`src/design/ssirm_pkg.sv`:
```
`default_nettype none

package ssirm_pkg;

   localparam int DEPTH_DEF      = 16;
   localparam int DATA_WIDTH_DEF = 16;

   typedef logic [1:0] kind_type;
   typedef logic [1:0] status_type;

   localparam kind_type KIND_INSERT = 2'd0;
   localparam kind_type KIND_REMOVE = 2'd1;
   localparam kind_type KIND_DUMP   = 2'd2;

   localparam status_type STATUS_OK    = 2'd0;
   localparam status_type STATUS_FULL  = 2'd1;
   localparam status_type STATUS_EMPTY = 2'd2;

   typedef enum logic [2:0] {
      OP_NOP,
      OP_INSERT,
      OP_REMOVE,
      OP_DUMP,
      OP_REPLY
   } op_type;

   typedef struct packed {
      op_type     op;
      status_type status;
      logic       last;
   } cmd_type;

   typedef struct packed {
      logic full;
      logic empty;
   } flags_type;

endpackage

`default_nettype wire

```
`src/design/ssirm_ctrl.sv`:
```
`default_nettype none

module ssirm_ctrl #(
   parameter int DEPTH = ssirm_pkg::DEPTH_DEF,
   parameter int IDX_W = $clog2(DEPTH),
   parameter int CNT_W = $clog2(DEPTH + 1)
) (
   input  wire logic                 clock,
   input  wire logic                 reset,
   input  wire logic                 req_valid,
   output      logic                 req_ready,
   input  wire ssirm_pkg::kind_type  req_kind,
   output      logic                 rsp_valid,
   input  wire logic                 rsp_ready,
   input  wire ssirm_pkg::flags_type flags,
   input  wire logic [CNT_W-1:0]     count,
   output      ssirm_pkg::cmd_type   cmd,
   output      logic [IDX_W-1:0]     rd_idx
);
   import ssirm_pkg::*;

   typedef enum logic {
      ST_IDLE,
      ST_DUMP
   } state_type;

   state_type        state_ff, state_in;
   logic [IDX_W-1:0] idx_ff, idx_in;
   logic             rsp_valid_ff, rsp_valid_in;
   logic             out_free;
   logic             accept;
   logic [CNT_W-1:0] count_m1;

   assign out_free  = !rsp_valid_ff || rsp_ready;
   assign req_ready = (state_ff == ST_IDLE) && out_free;
   assign accept    = req_valid && req_ready;
   assign count_m1  = count - CNT_W'(1);
   assign rsp_valid = rsp_valid_ff;

   always_comb begin
      state_in   = state_ff;
      idx_in     = idx_ff;
      cmd.op     = OP_NOP;
      cmd.status = STATUS_OK;
      cmd.last   = 1'b1;
      rd_idx     = count_m1[IDX_W-1:0];
      unique case (state_ff)
         ST_IDLE: begin
            if (accept) begin
               unique case (req_kind)
                  KIND_INSERT: begin
                     if (flags.full) begin
                        cmd.op     = OP_REPLY;
                        cmd.status = STATUS_FULL;
                     end else begin
                        cmd.op = OP_INSERT;
                     end
                  end
                  KIND_REMOVE: begin
                     if (flags.empty) begin
                        cmd.op     = OP_REPLY;
                        cmd.status = STATUS_EMPTY;
                     end else begin
                        cmd.op = OP_REMOVE;
                     end
                  end
                  KIND_DUMP: begin
                     if (flags.empty) begin
                        cmd.op     = OP_REPLY;
                        cmd.status = STATUS_EMPTY;
                     end else begin
                        state_in = ST_DUMP;
                        idx_in   = '0;
                     end
                  end
                  default: begin
                     cmd.op = OP_REPLY;
                  end
               endcase
            end
         end
         ST_DUMP: begin
            if (out_free) begin
               cmd.op   = OP_DUMP;
               rd_idx   = idx_ff;
               cmd.last = (idx_ff == count_m1[IDX_W-1:0]);
               idx_in   = IDX_W'(idx_ff + 1'b1);
               if (cmd.last) begin
                  state_in = ST_IDLE;
               end
            end
         end
         default: begin
            state_in = ST_IDLE;
         end
      endcase

      if (cmd.op != OP_NOP) begin
         rsp_valid_in = 1'b1;
      end else if (rsp_ready) begin
         rsp_valid_in = 1'b0;
      end else begin
         rsp_valid_in = rsp_valid_ff;
      end
   end

   always_ff @(posedge clock) begin
      if (reset) begin
         state_ff     <= ST_IDLE;
         idx_ff       <= '0;
         rsp_valid_ff <= 1'b0;
      end else begin
         state_ff     <= state_in;
         idx_ff       <= idx_in;
         rsp_valid_ff <= rsp_valid_in;
      end
   end

endmodule

`default_nettype wire

```
`src/design/ssirm_dpath.sv`:
```
`default_nettype none

module ssirm_dpath #(
   parameter int DEPTH      = ssirm_pkg::DEPTH_DEF,
   parameter int DATA_WIDTH = ssirm_pkg::DATA_WIDTH_DEF,
   parameter int IDX_W      = $clog2(DEPTH),
   parameter int CNT_W      = $clog2(DEPTH + 1)
) (
   input  wire logic                   clock,
   input  wire logic                   reset,
   input  wire logic signed [DATA_WIDTH-1:0] req_value,
   input  wire ssirm_pkg::cmd_type     cmd,
   input  wire logic [IDX_W-1:0]       rd_idx,
   output      ssirm_pkg::flags_type   flags,
   output      logic [CNT_W-1:0]       count,
   output      logic signed [DATA_WIDTH-1:0] rsp_value_res,
   output      logic [CNT_W-1:0]       rsp_count,
   output      ssirm_pkg::status_type  rsp_status,
   output      logic                   rsp_last
);
   import ssirm_pkg::*;

   logic signed [DATA_WIDTH-1:0] store_ff [DEPTH];
   logic signed [DATA_WIDTH-1:0] store_in [DEPTH];
   logic        [DEPTH-1:0]      gt;
   logic        [CNT_W-1:0]      count_ff, count_in;
   logic signed [DATA_WIDTH-1:0] rd_data;
   logic signed [DATA_WIDTH-1:0] value_ff, value_in;
   logic        [CNT_W-1:0]      rsp_count_ff;
   status_type                   status_ff;
   logic                         last_ff;

   assign count       = count_ff;
   assign flags.full  = (count_ff == CNT_W'(DEPTH));
   assign flags.empty = (count_ff == '0);
   assign rd_data     = store_ff[rd_idx];

   // insert slot: first held entry above the new word
   always_comb begin
      for (int i = 0; i < DEPTH; i++) begin
         gt[i] = (CNT_W'(i) < count_ff) && (store_ff[i] > req_value);
      end
      for (int i = 0; i < DEPTH; i++) begin
         store_in[i] = store_ff[i];
         if (gt[i] || CNT_W'(i) == count_ff) begin
            store_in[i] = req_value;
         end
      end
      for (int i = 1; i < DEPTH; i++) begin
         if (gt[i-1]) begin
            store_in[i] = store_ff[i-1];
         end
      end
   end

   always_comb begin
      count_in = count_ff;
      value_in = '0;
      case (cmd.op)
         OP_INSERT: count_in = CNT_W'(count_ff + 1'b1);
         OP_REMOVE: begin
            count_in = CNT_W'(count_ff - 1'b1);
            value_in = rd_data;
         end
         OP_DUMP:   value_in = rd_data;
         default:   value_in = '0;
      endcase
   end

   always_ff @(posedge clock) begin
      if (reset) begin
         count_ff <= '0;
      end else begin
         count_ff <= count_in;
      end
   end

   always_ff @(posedge clock) begin
      if (cmd.op == OP_INSERT) begin
         store_ff <= store_in;
      end
      if (cmd.op != OP_NOP) begin
         value_ff     <= value_in;
         rsp_count_ff <= count_in;
         status_ff    <= cmd.status;
         last_ff      <= cmd.last;
      end
   end

   assign rsp_value_res = value_ff;
   assign rsp_count     = rsp_count_ff;
   assign rsp_status    = status_ff;
   assign rsp_last      = last_ff;

endmodule

`default_nettype wire

```
`src/design/sorted_store_insert_remove_max.sv`:
```
`default_nettype none

// Sorted store of up to DEPTH signed words kept in ascending order in a row of
// registers. For an insert (kind 0) every entry compares itself with the new
// word in parallel and those above it shift up one place; remove-largest
// (kind 1) takes the largest word, which sits at the top of the held run. A
// dump (kind 2) emits one word per cycle while the output is not stalled,
// smallest first, and holds off new requests until its last word is issued;
// rsp_last marks the final word of every reply. Results pass through an output
// register, so a new request is taken in the cycle that the waiting word
// leaves, but not during a dump. No clearing pass after reset.
module sorted_store_insert_remove_max #(
   parameter int DEPTH      = ssirm_pkg::DEPTH_DEF,
   parameter int DATA_WIDTH = ssirm_pkg::DATA_WIDTH_DEF
) (
   input  wire logic                         clock,
   input  wire logic                         reset,
   input  wire logic                         req_valid,
   output      logic                         req_ready,
   input  wire ssirm_pkg::kind_type          req_kind,
   input  wire logic signed [DATA_WIDTH-1:0] req_value,
   output      logic                         rsp_valid,
   input  wire logic                         rsp_ready,
   output      logic signed [DATA_WIDTH-1:0] rsp_value_res,
   output      logic [$clog2(DEPTH+1)-1:0]   rsp_count,
   output      ssirm_pkg::status_type        rsp_status,
   output      logic                         rsp_last
);
   import ssirm_pkg::*;

   localparam int IDX_W = $clog2(DEPTH);
   localparam int CNT_W = $clog2(DEPTH + 1);

   cmd_type          cmd;
   flags_type        flags;
   logic [CNT_W-1:0] count;
   logic [IDX_W-1:0] rd_idx;

   ssirm_ctrl #(
      .DEPTH (DEPTH),
      .IDX_W (IDX_W),
      .CNT_W (CNT_W)
   ) u_ctrl (
      .clock     (clock),
      .reset     (reset),
      .req_valid (req_valid),
      .req_ready (req_ready),
      .req_kind  (req_kind),
      .rsp_valid (rsp_valid),
      .rsp_ready (rsp_ready),
      .flags     (flags),
      .count     (count),
      .cmd       (cmd),
      .rd_idx    (rd_idx)
   );

   ssirm_dpath #(
      .DEPTH      (DEPTH),
      .DATA_WIDTH (DATA_WIDTH),
      .IDX_W      (IDX_W),
      .CNT_W      (CNT_W)
   ) u_dpath (
      .clock         (clock),
      .reset         (reset),
      .req_value     (req_value),
      .cmd           (cmd),
      .rd_idx        (rd_idx),
      .flags         (flags),
      .count         (count),
      .rsp_value_res (rsp_value_res),
      .rsp_count     (rsp_count),
      .rsp_status    (rsp_status),
      .rsp_last      (rsp_last)
   );

endmodule

`default_nettype wire

```
`config.mk`:
```
export PLATFORM = sky130hd
export DESIGN_NAME = sorted_store_insert_remove_max
export DESIGN_NICKNAME = d
export VERILOG_FILES = /design/src/design/ssirm_pkg.sv /design/src/design/ssirm_ctrl.sv /design/src/design/ssirm_dpath.sv /design/src/design/sorted_store_insert_remove_max.sv
export SDC_FILE = /design/constraint.sdc
export NUM_CORES = 1
export LEC_CHECK = 0
export ABC_CLOCK_PERIOD_IN_PS = 10250
export BUFFER_PORTS_ARGS = -buffer_cell sky130_fd_sc_hd__buf_2
export CORE_ASPECT_RATIO = 1.2
export CORE_MARGIN = 2
export CORE_UTILIZATION = 30
export CTS_BUF_LIST = sky130_fd_sc_hd__clkbuf_8 sky130_fd_sc_hd__clkbuf_16
export CTS_CLUSTER_DIAMETER = 150
export CTS_CLUSTER_SIZE = 14
export DETAILED_ROUTE_END_ITERATION = 8
export HOLD_SLACK_MARGIN = 0.03
export SLEW_MARGIN = 20
export SYNTH_ARGS = -nofsm -noshare
export SYNTH_HDL_FRONTEND = slang
export SYNTH_SLANG_ARGS = --single-unit
```
`constraint.sdc`:
```
create_clock -name clock -period 10.25 [get_ports clock]
set_input_delay 0 -clock clock [delete_from_list [all_inputs] [get_ports clock]]
set_output_delay 0 -clock clock [all_outputs]
set_load 0.05 [all_outputs]
```
; ---- After elaboration in Yosys (flattened, before gate mapping)
; Index checks and enable logic that the tools add are counted.
; W data, S select, Z words.
[word_totals]
input_bits = 22
elab_cells = 223
out_inout_bits = 26
reg_bits = 291
[op_classes]
reduce_logical = 75
muxes = 59
bitwise = 3
n_lt_le_gt_ge = 33
n_addsub = 3
eq_ne = 26
[ops]
columns = operator, count
row1 = $mux W16, 32
row2 = $gt A16 B16 Y1, 16
row3 = $bmux W16 S4, 1
row4 = $eq A4 B5 Y1 const A, 8
row5 = $lt A4 B5 Y1 const A, 8
row6 = $reduce_and A2 Y1, 17
row7 = $reduce_bool A2 Y1, 16
row8 = $mux W4, 6
row9 = $eq A3 B5 Y1 const A, 4
row10 = $lt A3 B5 Y1 const A, 4
row11 = $logic_and A1 B1 Y1, 18
row12 = $logic_or A1 B1 Y1, 17
row13 = $eq A2 B5 Y1 const A, 2
row14 = $lt A1 B5 Y1 const A, 2
row15 = $lt A2 B5 Y1 const A, 2
row16 = $mux W5, 2
row17 = $pmux W5 S2, 1
row18 = $pmux W3 S3, 1
row19 = $mux W1, 8
row20 = $pmux W4 S2, 1
row21 = $eq A3 B2 Y1 const B, 2
row22 = $mux W3, 2
row23 = $ne A2 B2 Y1 const B, 3
row24 = $pmux W2 S3, 1
row25 = 22 further kinds, 25

; ---- Longest topological paths before layout
; Gate-level depths: netlist (run 1).
[depth]
word_depth = 8
ltp_mapped = 11
depth_no_buf = 9

; ---- Cells and area by module
; Synthesis (run 1) repeated with hierarchy kept, for this count alone.
[unflattened]
cells_unflattened = 1630
area_unflattened_um2 = 20457.1
[by_module_without_submodules]
columns = mod, cells_per_inst, area_each_um2, instances, seq_area_each_um2
row1 = ssirm_dpath, 1558, 19899.1, 1, 8508.2
row2 = ssirm_ctrl, 72, 558.0, 1, 120.1

; ---- Worst setup path before layout (run 1)
; Ideal clock, no wire load.
[synth_timing]
kind = register to register
start = register u_dpath.count_ff[0], in the netlist u_dpath.count[0]
end = register u_dpath.rsp_count_ff[0], in the netlist u_dpath.rsp_count[0] (enable)
arrival_ns = 3.148
setup_time_ns = 0.441
required_time_ns = 9.809
slack_ns = 6.661
n_path_buf = 2
synth_period_minus_slack_ns = 3.589
path_stages_with_launch = 9
cell_sequence = dfxtp_1 -> buf_2 -> inv_1 -> ha_1 -> and3_1 -> clkbuf_2 -> a21oi_1 -> nor2b_1 -> o21ai_0
[synth_between]
elab_chain_cells = 6
word_cells_on_any_way = 9
classes_between = eq/ne: 1 / mux: 6 / reduce/logical: 2
[synth_rtl]
columns = item, line
row1 = from (decl), ssirm_dpath.sv:26  ; logic [CNT_W-1:0] count_ff, count_in;
row2 = from (signal assigned), ssirm_dpath.sv:74  ; count_ff <= count_in;
row3 = $eq A5 B5 Y1 or $logic_not A5 Y1 (tied branches), "ssirm_dpath.sv:34, ssirm_dpath.sv:35"
row4 = "$mux W3, or another cell as far along", ssirm_ctrl.sv:52  ; if (flags.full) begin
row5 = $pmux W3 S3 (*), ssirm_ctrl.sv:50  ; unique case (req_kind)
row6 = $mux W5 (*), ssirm_ctrl.sv:49  ; if (accept) begin
row7 = $pmux W3 S2 (*), ssirm_ctrl.sv:47  ; unique case (state_ff)
row8 = $reduce_bool A3 Y1 (*), ssirm_dpath.sv:82  ; if (cmd.op != OP_NOP) begin
row9 = to (signal assigned), ssirm_dpath.sv:84  ; rsp_count_ff <= count_in;
row10 = to (decl), ssirm_dpath.sv:29  ; logic [CNT_W-1:0] rsp_count_ff;
; Every way passes the cells marked *; elsewhere a longest branch is shown, timed or not.
; A chain may end at the register's enable or synchronous reset.

; ---- Final worst setup path (run 1)
[layout_timing]
start = register u_dpath.count_ff[0], in the netlist u_dpath.count[0]
end = register u_dpath.store_ff[6] (netlist name) (enable)
[layout_between]
elab_chain_cells = 7
word_cells_on_any_way = 17
classes_between = order compare: 2 / eq/ne: 3 / mux: 6 / reduce/logical: 6
[layout_rtl]
columns = item, line
row1 = $eq A5 B5 Y1 or $logic_not A5 Y1 (tied branches), "ssirm_dpath.sv:34, ssirm_dpath.sv:35"
row2 = "$mux W3, or another cell as far along", ssirm_ctrl.sv:52
row3 = $pmux W3 S3, ssirm_ctrl.sv:50
row4 = $mux W5, ssirm_ctrl.sv:49
row5 = $pmux W3 S2, ssirm_ctrl.sv:47
row6 = $eq A3 B1 Y1, ssirm_dpath.sv:79  ; if (cmd.op == OP_INSERT) begin
row7 = $reduce_and A2 Y1 (no source line) (*), -
row8 = to (signal assigned), ssirm_dpath.sv:80  ; store_ff <= store_in;
row9 = to (decl), ssirm_dpath.sv:23  ; logic signed [DATA_WIDTH-1:0] store_ff [DEPTH];
; Marked as above.

==> results, run 1 <==
- The top cell types in the final layout, fill and taps aside, are edfxtp_1 (280), ha_1 (266), mux2_2 (219), a21oi_1 (104), nand2_1 (76).
- Leaving out fill and tap cells, the most frequent cell in the layout is edfxtp_1.
- The number of iterations in the first detailed-routing pass is 5.
- The relative max-transition margin is 0.261.
- The slew at the pin closest to its max-slew limit is roughly 1.1 ns.
- After clock tree synthesis, the clock-pin slew on the worst setup and hold paths is about 0.07 ns.
- The kind of capture point of the worst setup path is a flop.
- For met2 alone, demand over resource in global routing was 0.275.
- The violation count after the first detailed-route iteration is 1085.
- Across every metal layer, demand over resource in global routing totals 0.165.
- The number of cells upsized or downsized after cts is 0.
- The worst hold path belongs to the class primary input to flop.
- The clock net sink count is slightly below 300.
- The worst setup skew after layout is 0.0138 ns.
- Across the run, the number of max-cap violations was 0.
- The most frequently used flop master after synthesis is edfxtp_1.
- Summed over all nets, the half-perimeter wirelength after detailed placement is 44.9 mm.
- The global placer's final weighted congestion is roughly 0.86.
- The core utilization of the finished layout is 0.339.
- After detailed routing, the average wire length per cell comes to 22.8 microns.
- The count of unresolved DRC violations after routing is 0.
- The number of pins exceeding their max-slew limit in the final report is 0.
- The antenna violation net count after detailed routing is 0.
- The mean instance size in the synthesized netlist is 12.6 sq um.
- Buffers added to address setup during post-CTS repair amount to 0.
- The overall routed net length is 59.2 mm.
- In this run, placement finished with an instance count of 2534.
- The initial antenna violation count is 0.
- The number of hold violations in the final report is 0.
- Of all nets on the critical path, the largest fanout is 12.
- The number of nets handed over by synthesis was 1902.
- STA puts the critical path data arrival time at about 4.7 ns.
- Dividing the detail-routed via count by the number of cells gives 5.40.
- The sum of negative setup slack is 0 ns.
- The global-route track usage on met1 is 0.221.
- In this run the standard cell core region covers 67100 sq um.
- The worst setup path is of the flop to flop kind.
- The layout-stage area growth over the synthesis result is 11.5%.
- The pin count of the biggest net entering global routing is 65.
- The analysis attributes to cell leakage a power of 8.57 nW.
- The via count is 14000.
- Synthesis inferred 291 register bits.
- The startpoint kind of the worst setup timing path is a flop.
- The die is 290 microns tall.
- The sequential share of the synthesized area is 0.423.
- The die area is ~70000 sq um.
- Timing analysis after detailed placement gives a worst setup slack of a little under 6 ns.
- Hold repair after CTS inserted 21 buffers.
- In the final layout, the share of cells above drive strength 1 is 0.255.
- In the global route stage, met3 resource usage came out at 0.0176.
- No sink is reached through more buffers than the 3 on the longest clock path.
- The via count of the first global-routing pass is approximately 14000.
- The power density over the cells is approximately 130 nW/um^2.
- Leaving out filler cells and counting taps, the final layout contains 2599.
- After layout, the design draws a total of 2.89 mW.
- The synthesized design contains 280 enable-type register cells.
- The clock latency on the worst-skew pair is about 0.56 ns.
- The netlist uses 75 different library cells.
- The number of input and output port buffers inserted is 47.
- 0 antenna diodes ended up in the layout.
- The layer flagged by global routing as most heavily used is met2.
- The final worst setup slack is slightly below 6 ns.
- Synthesis produced 1614 cells.
- Setup repair after global routing left no endpoint under its margin.
- The die is 242 microns wide.
- The peak clock frequency supported by timing is around 0.23 GHz.
- The worst path in the final design needs a cycle of 4.39 ns, including I/O delays and setup.
- Across the VDD grid, the largest voltage drop is roughly 110 uV.
- The clock root buffer is clkbuf_16.
- The setup-violating endpoint count in the final report is 0.
- The number of primary I/O pins is 48.
- In this run the cell area of the synthesized design comes to 20400 sq um.
- CTS built an H-tree with a depth of 1.
- The number of rows in the core area is between 100 and 150.
- The share of the cycle needed by the critical path after routing is 0.428.
- The effective utilization at floorplan is 0.304.
- The first-pass GRT wire length is 88.6 mm.
- The fraction of synthesis flops using an asynchronous set or reset pin is 0.
- The final-stage net count is 1968.
- The clock tree from TritonCTS is done.
- The Yosys step of the flow raised 0 warnings.
- The number of buffers inserted during clock tree synthesis is 24.
- The critical path data required time is 10.51 ns.
- The total grt overflow is 0.
- The run finished with clean final reports.
[cell usage after synthesis, types with 9 or more instances]
library cell,number,area share
nand2_1,76,0.014
and3_1,12,0.0037
buf_2,22,0.0054
mux2_2,219,0.12
o22ai_1,19,0.0058
o21ai_0,33,0.0081
ha_1,266,0.16
nor2b_1,18,0.0055
mux4_2,64,0.071
nor2_1,50,0.0092
nand4_1,41,0.013
clkbuf_1,32,0.0059
nor4_1,10,0.0031
dfxtp_1,11,0.011
buf_4,9,0.0033
a211oi_1,12,0.0044
nand3_1,47,0.012
mux2i_1,37,0.018
o21ai_1,11,0.0027
inv_1,54,0.0099
a21o_1,34,0.013
edfxtp_1,280,0.41
a21oi_1,105,0.026
a31oi_1,18,0.0055
nor3_1,10,0.0025
[power breakdown]
group	switching [mW]	internal, mW	leakage [nW]
registers	0.0195	1.34	2.63
logic	0.378	0.261	5.53
clock network	0.451	0.438	0.408
[cell families after synthesis]
| logic type | synth area share |
|---|---|
| xor+xnor | 0.00632 |
| mux | 0.215 |
| fa+ha+maj | 0.163 |
| flops | 0.423 |
| compound gates | 0.0878 |
| buf+inv | 0.0272 |
| simple gates | 0.0777 |
[state kept, by name, indices dropped and copies added (netlist names)]
signal,flops
u_dpath.rsp_last,1
u_dpath.rsp_status,2
u_dpath.count,5
u_dpath.store_ff,256
u_ctrl.rsp_valid,1
u_dpath.rsp_count,5
u_ctrl.idx_ff,4
u_ctrl.state_ff,1
u_dpath.rsp_value_res,16
[metal layers]
metal,up-vias,part of all wire
met2,447,0.47
li1,6523,-
met4,0,0.038
met5,-,0
met1,6975,0.44
met3,97,0.052
[stage by stage]
stage | area [sq um] | hold WS, ns
global route | 22700 | 0.363
finish | 22700 | 0.338
floorplan | 20400 | 0.0716
CTS | 22700 | 0.319
detailed placement | 21800 | 0.345
global placement | 21800 | 0.337
[cell type report]
cell class                 count  area (sq um)
clock buffer                  25           626
fill                        6646         44400
tap                          901          1130
timing repair buffer         108           746
clock inverter                19          72.6
multi-input combinational   1200         11300
sequential                   291          8630
inverter                      55           206
[worst paths after layout]
| check | start | to | slack [ns] | cells after the start |
|---|---|---|---|---|
| worst max-delay path | u_dpath.count[0] | u_dpath.store_ff[6] | 5.86 | 7 |
| worst min-delay path | rsp_ready | u_ctrl.rsp_valid | 0.34 | 5 |
| worst max register to register | u_dpath.count[0] | u_dpath.store_ff[6] | 5.86 | 7 |
| worst min register to register | u_ctrl.state_ff | u_ctrl.state_ff | 0.52 | 2 |
[worst max-delay path: stages (launching register included)]
cell and delay (ns):
dfxtp_1 0.65, inv_1 0.21, ha_1 0.33, and3_1 0.25, a21oi_1 0.32, nand3_1 0.83, o22ai_1 1.13, buf_4 0.36
Note: power is estimated with default switching activity, not from simulation.
==> run 2, diff against run 1 <==
--- a/config.mk
+++ b/config.mk
@@ -5,7 +5,8 @@
 export SDC_FILE = /design/constraint.sdc
 export NUM_CORES = 1
 export LEC_CHECK = 0
-export ABC_CLOCK_PERIOD_IN_PS = 10250
+export ABC_AREA = 1
+export ABC_CLOCK_PERIOD_IN_PS = 4200
 export BUFFER_PORTS_ARGS = -buffer_cell sky130_fd_sc_hd__buf_2
 export CORE_ASPECT_RATIO = 1.2
 export CORE_MARGIN = 2
==> constraint.sdc (replaced) <==
create_clock -name clock -period 4.2 [get_ports clock]
set_input_delay 0 -clock clock [delete_from_list [all_inputs] [get_ports clock]]
set_output_delay 0 -clock clock [all_outputs]
set_load 0.05 [all_outputs]
==> results, run 2 <==
- The pin count of the biggest net entering global routing is 95.
- For the finished layout, the period the worst path requires is 3.63 ns.
- Of the total power, combinational logic draws 0.467.
- The number of pins exceeding their max-slew limit in the final report was 0.
- The clock passes through at most 3 buffers.
- The worst voltage drop across the vdd grid is 493 uV.
- The initial antenna violation count was 1.
- Setup violations remaining at the end of the flow were counted as 0.
- The adder-cell share of the synthesized area is 0.153.
- The via count of the first global-routing pass is 18000.
- Along the worst path, the maximum fanout reaches 16.
- In the global route stage, met2 resource usage came out at 0.329.
- The overall track demand over capacity in global routing is 0.175.
- The number of hold violations in the final report is 0.
- The kind of capture point of the worst setup path is a flop.
- The share of the cycle needed by the critical path after routing is 0.865.
- The length in cells of the worst reg-to-reg path is 11.
- Fill cells in the final layout number 7560.
- After the last flow step, the layout net total stands at 3126.
- The mean instance size in the synthesized netlist is a little under 8 sq um.
- The area fraction in compound gates after synthesis was 0.131.
- The die covers 74500 sq um.
- Setup repair after global routing left no endpoint under its margin.
- The proportion of netlist area held by the largest area contributor is 0.388.
- The portion of total power attributed to the clock network is 0.197.
- The switching component of the power is 4.92 mW.
- The clock root buffer is clkbuf_16.
- The cell-internal power is between 5 and 6 mW.
- The global-route track usage on met1 is 0.209.
- The total grt overflow is 0.
- The flow ran to the end, and the final reports show no timing, DRC or antenna violations.
- The data arrival time of the critical path is 3.83 ns.
- At the later pin of the worst-skew pair, clock insertion delay measures 0.58 ns.
- Across the run, the number of max-cap violations was 0.
- After synthesis, the netlist uses 39 different library cells.
- The floorplan step defined a core boundary enclosing 71900 sq um.
- The most instantiated library cell after synthesis is nand2_1.
- In this run the critical register-to-register path is launched from u_dpath.count[0].
- The detailed router placed 18600 vias in this run.
- The count of unresolved DRC violations after routing is 0.
- The signal on the critical path passes through clkinv_1 > ha_1 > nand2_1 > nor2_1 > o21ai_0 > nand3_1 > nand2_1 > nand3_2 > inv_2 > nand2_1 > inv_1.
- The synthesized netlist cell count is 2791.
- The register containing the most flip-flops in the final layout is u_dpath.store_ff.
- Data on the critical path is required at its endpoint by roughly 4.4 ns.
- For this run, the leading register cell type out of synthesis is edfxtp_1.
- The congestion estimate from routability-driven global placement came to 0.870.
- The worst setup skew after layout is between 0.03 and 0.04 ns.
- Leaving out fill and tap cells, the most frequent cells in the layout are nand2_1 (838), inv_1 (387), o21ai_0 (281), edfxtp_1 (280), ha_1 (266).
- The slew at the pin closest to its max-slew limit is roughly 1.1 ns.
- The die is 299 microns tall.
- The worst hold path begins at req_value[0].
- In this run the core area contains 108 standard-cell rows.
- The area taken by flip-flops and latches is 8630 sq um.
- The initial utilization of the core area, before any placement, comes to 0.302.
- The total leakage power is 11.5 nW.
- During placement, the flow inserted port buffers numbering between 40 and 50.
- The placed wire-length estimate is 50.5 mm.
- The share of total power dissipated in sequential elements is 0.336.
- Across all register-to-register paths, the minimum setup slack is ~0.57 ns.
- The number of antenna diodes is 0.
- After synthesis, the most frequently instantiated cells are nand2_1 (838), inv_1 (379), o21ai_0 (281).
- The floorplan step set the die width to about 250 microns.
- CTS built an H-tree with a depth of 1.
- For hold timing, the worst endpoint is u_dpath.store_ff[48].
- Based on the critical path, the design can be clocked at up to about 0.28 GHz.
- Counting instances, the worst hold path has a depth of 3.
- The clock-pin slew on the worst setup and hold paths is about 0.070 ns.
- By area the synthesized netlist is led by edfxtp_1 (39%), ha_1 (15%), nand2_1 (15%).
- For this run, asynchronously set or reset flops after synthesis account for 0.
- In the routed layout, each cell is associated on average with a via count of 4.91.
- The stage delay of the slowest cell on the critical path is 0.66 ns.
- In this run the critical register-to-register path is captured at u_dpath.store_ff[50].
- The clock tree from TritonCTS is done.
- By area, the combinational part of the netlist is dominated by simple AND/OR/NAND/NOR gates.
- Measured against the total synthesized area, the mux share comes to 0.
- In this run, CTS created clock tree buffers numbering 24.
- The most frequent cell on the critical path is nand2_1.
- The layout-stage area growth over the synthesis result is 10.7%.
- Synthesis produced a netlist with a net count of 3079.
- After layout, the worst setup slack is 0.568 ns.
- For this block, the initial DRC count from the detailed router was roughly 1300.
- The master of the slowest instance on the critical path is dfxtp_1.
- The library cell used most frequently in the layout, excluding fill and tap cells, is nand2_1.
- In the final routed layout, each cell accounts on average for 17.5 microns.
- The worst setup path is launched from a flop.
- The count of flip-flops with a built-in enable after synthesis is 280.
- Pin placement for this block handled 48 I/O pins.
- The most crowded layer after global routing is met2.
- The total power consumption of the routed design is 10.9 mW.
- The tightest min-delay check is of the primary input to flop type.
- The register with the most flip-flops in the layout has 256 of them.
- The sequential share of the synthesized area is 0.398.
- In the global route stage, met3 resource usage came out at 0.0136.
- The mapped netlist covers 21700 sq um.
- The worst pin sits at a relative slew slack of 0.242.
- The worst hold slack after final layout is 0.101 ns.
- The overall routed net length is 66.1 mm.
- Of the total power, the share spent switching nets is 0.451.
- The area share of xor/xnor cells in the synthesized design is 0.00242.
- The fraction of layout instances using a drive strength above 1 is 0.0583.
- The buffer count from post-CTS setup fixing is 0.
- The pre-CTS setup slack is 0.539 ns.
- The Yosys step of the flow raised 0 warnings.
- The clock net in this run drives a total of 291 sinks.
- The first global-routing pass estimated 102 mm of wire.
- The first detailed-routing pass ran for 7 iterations.
- The area taken by multi-input logic gates is roughly 11000 sq um.
- The sum of negative setup slack is 0 ns.
- Of the total synthesized cell area, the portion taken by AND, OR, NAND and NOR gates is 0.224.
- The antenna violation net count after detailed routing is 0.
- After synthesis the netlist holds a flip-flop and latch count of 291.
- The synthesized design spends more area on one cell type than any other, namely edfxtp_1.
- The setup path with the least slack is of type flop to flop.
- For this design the ratio of total power to cell area is 455 nW/um^2.
==> run 2: cells by family (layout without fill, tap and decap cells) <==
| logic type | count (synthesis) | count (layout) |
|---|---|---|
| and+or+nand+nor | 1206 | 1206 |
| AOI/OAI and AO/OA | 517 | 517 |
| adders and majority gates | 266 | 266 |
| buffers and inverters | 505 | 560 |
| xor gates and xnor gates | 6 | 6 |
| DFF | 291 | 291 |
==> run 2: layer usage <==
layer | wire length [microns] | up-vias
met3 | 3120 | 77
met1 | 27000 | 8636
met5 | 0 | -
met4 | 1800 | 0
li1 | - | 9362
met2 | 34200 | 504
==> run 2: stage by stage <==
stage          cell area [sq um]  utilization  cells
6_report                   24000        0.334   3781
4_1_cts                    24000        0.334   3781
2_1_floorplan              21700            -   2791
3_3_place_gp               23100        0.322   3726
3_5_place_dp               23100        0.322   3726
5_1_grt                    24000        0.334   3781
==> run 2: area by class of cell <==
class | instances | share of cell area
sequential | 291 | 0.359
clock buffer | 24 | 0.0250
inverter | 389 | 0.0608
timing repair buffer | 137 | 0.0412
multi-input combinational | 1995 | 0.463
clock inverter | 10 | 0.00214
tap | 935 | 0.0487
==> run 2: worst max path at each step <==
stage | end | startpoint | slack, ns | cells past startpoint
after floorplan | u_dpath.store_ff[240] | u_ctrl.rsp_valid | 1.29 | 8
after global placement | u_dpath.store_ff[58] | u_dpath.count[0] | 0.55 | 11
after detailed placement | u_dpath.store_ff[203] | u_dpath.count[0] | 0.54 | 11
after CTS | u_dpath.store_ff[50] | u_dpath.count[0] | 0.54 | 11
after global routing | u_dpath.store_ff[82] | u_dpath.count[0] | 0.23 | 11
final | u_dpath.store_ff[50] | u_dpath.count[0] | 0.57 | 11
==> run 2: critical path, delay by kind of cell, from the launching register on <==
kind                     cells  cell delay (ns)
AO/OA/AOI/OAI                1             0.07
adder cells (fa/ha/maj)      1             0.40
buffers and inverters        3             1.35
flip-flops                   1             0.66
AND/OR/NAND/NOR              6             0.78
==> run 2: power by group through the flow <==
stage / Sequential [mW] / Combinational (mW) / Clock (mW)
4_1_cts: 3.67 / 5.04 / 2.19
3_3_place_gp: 3.73 / 4.98 / 0
2_1_floorplan: 3.92 / 3.24 / 0
6_report: 3.67 / 5.10 / 2.15
5_1_grt: 3.69 / 5.64 / 2.28
3_5_place_dp: 3.73 / 5.00 / 0
==> run 2: repair_timing <==
action                                 in CTS  in global routing
endpoints found under the hold margin     133                  0
resized for setup                           0                  0
hold buffers                               21                  0
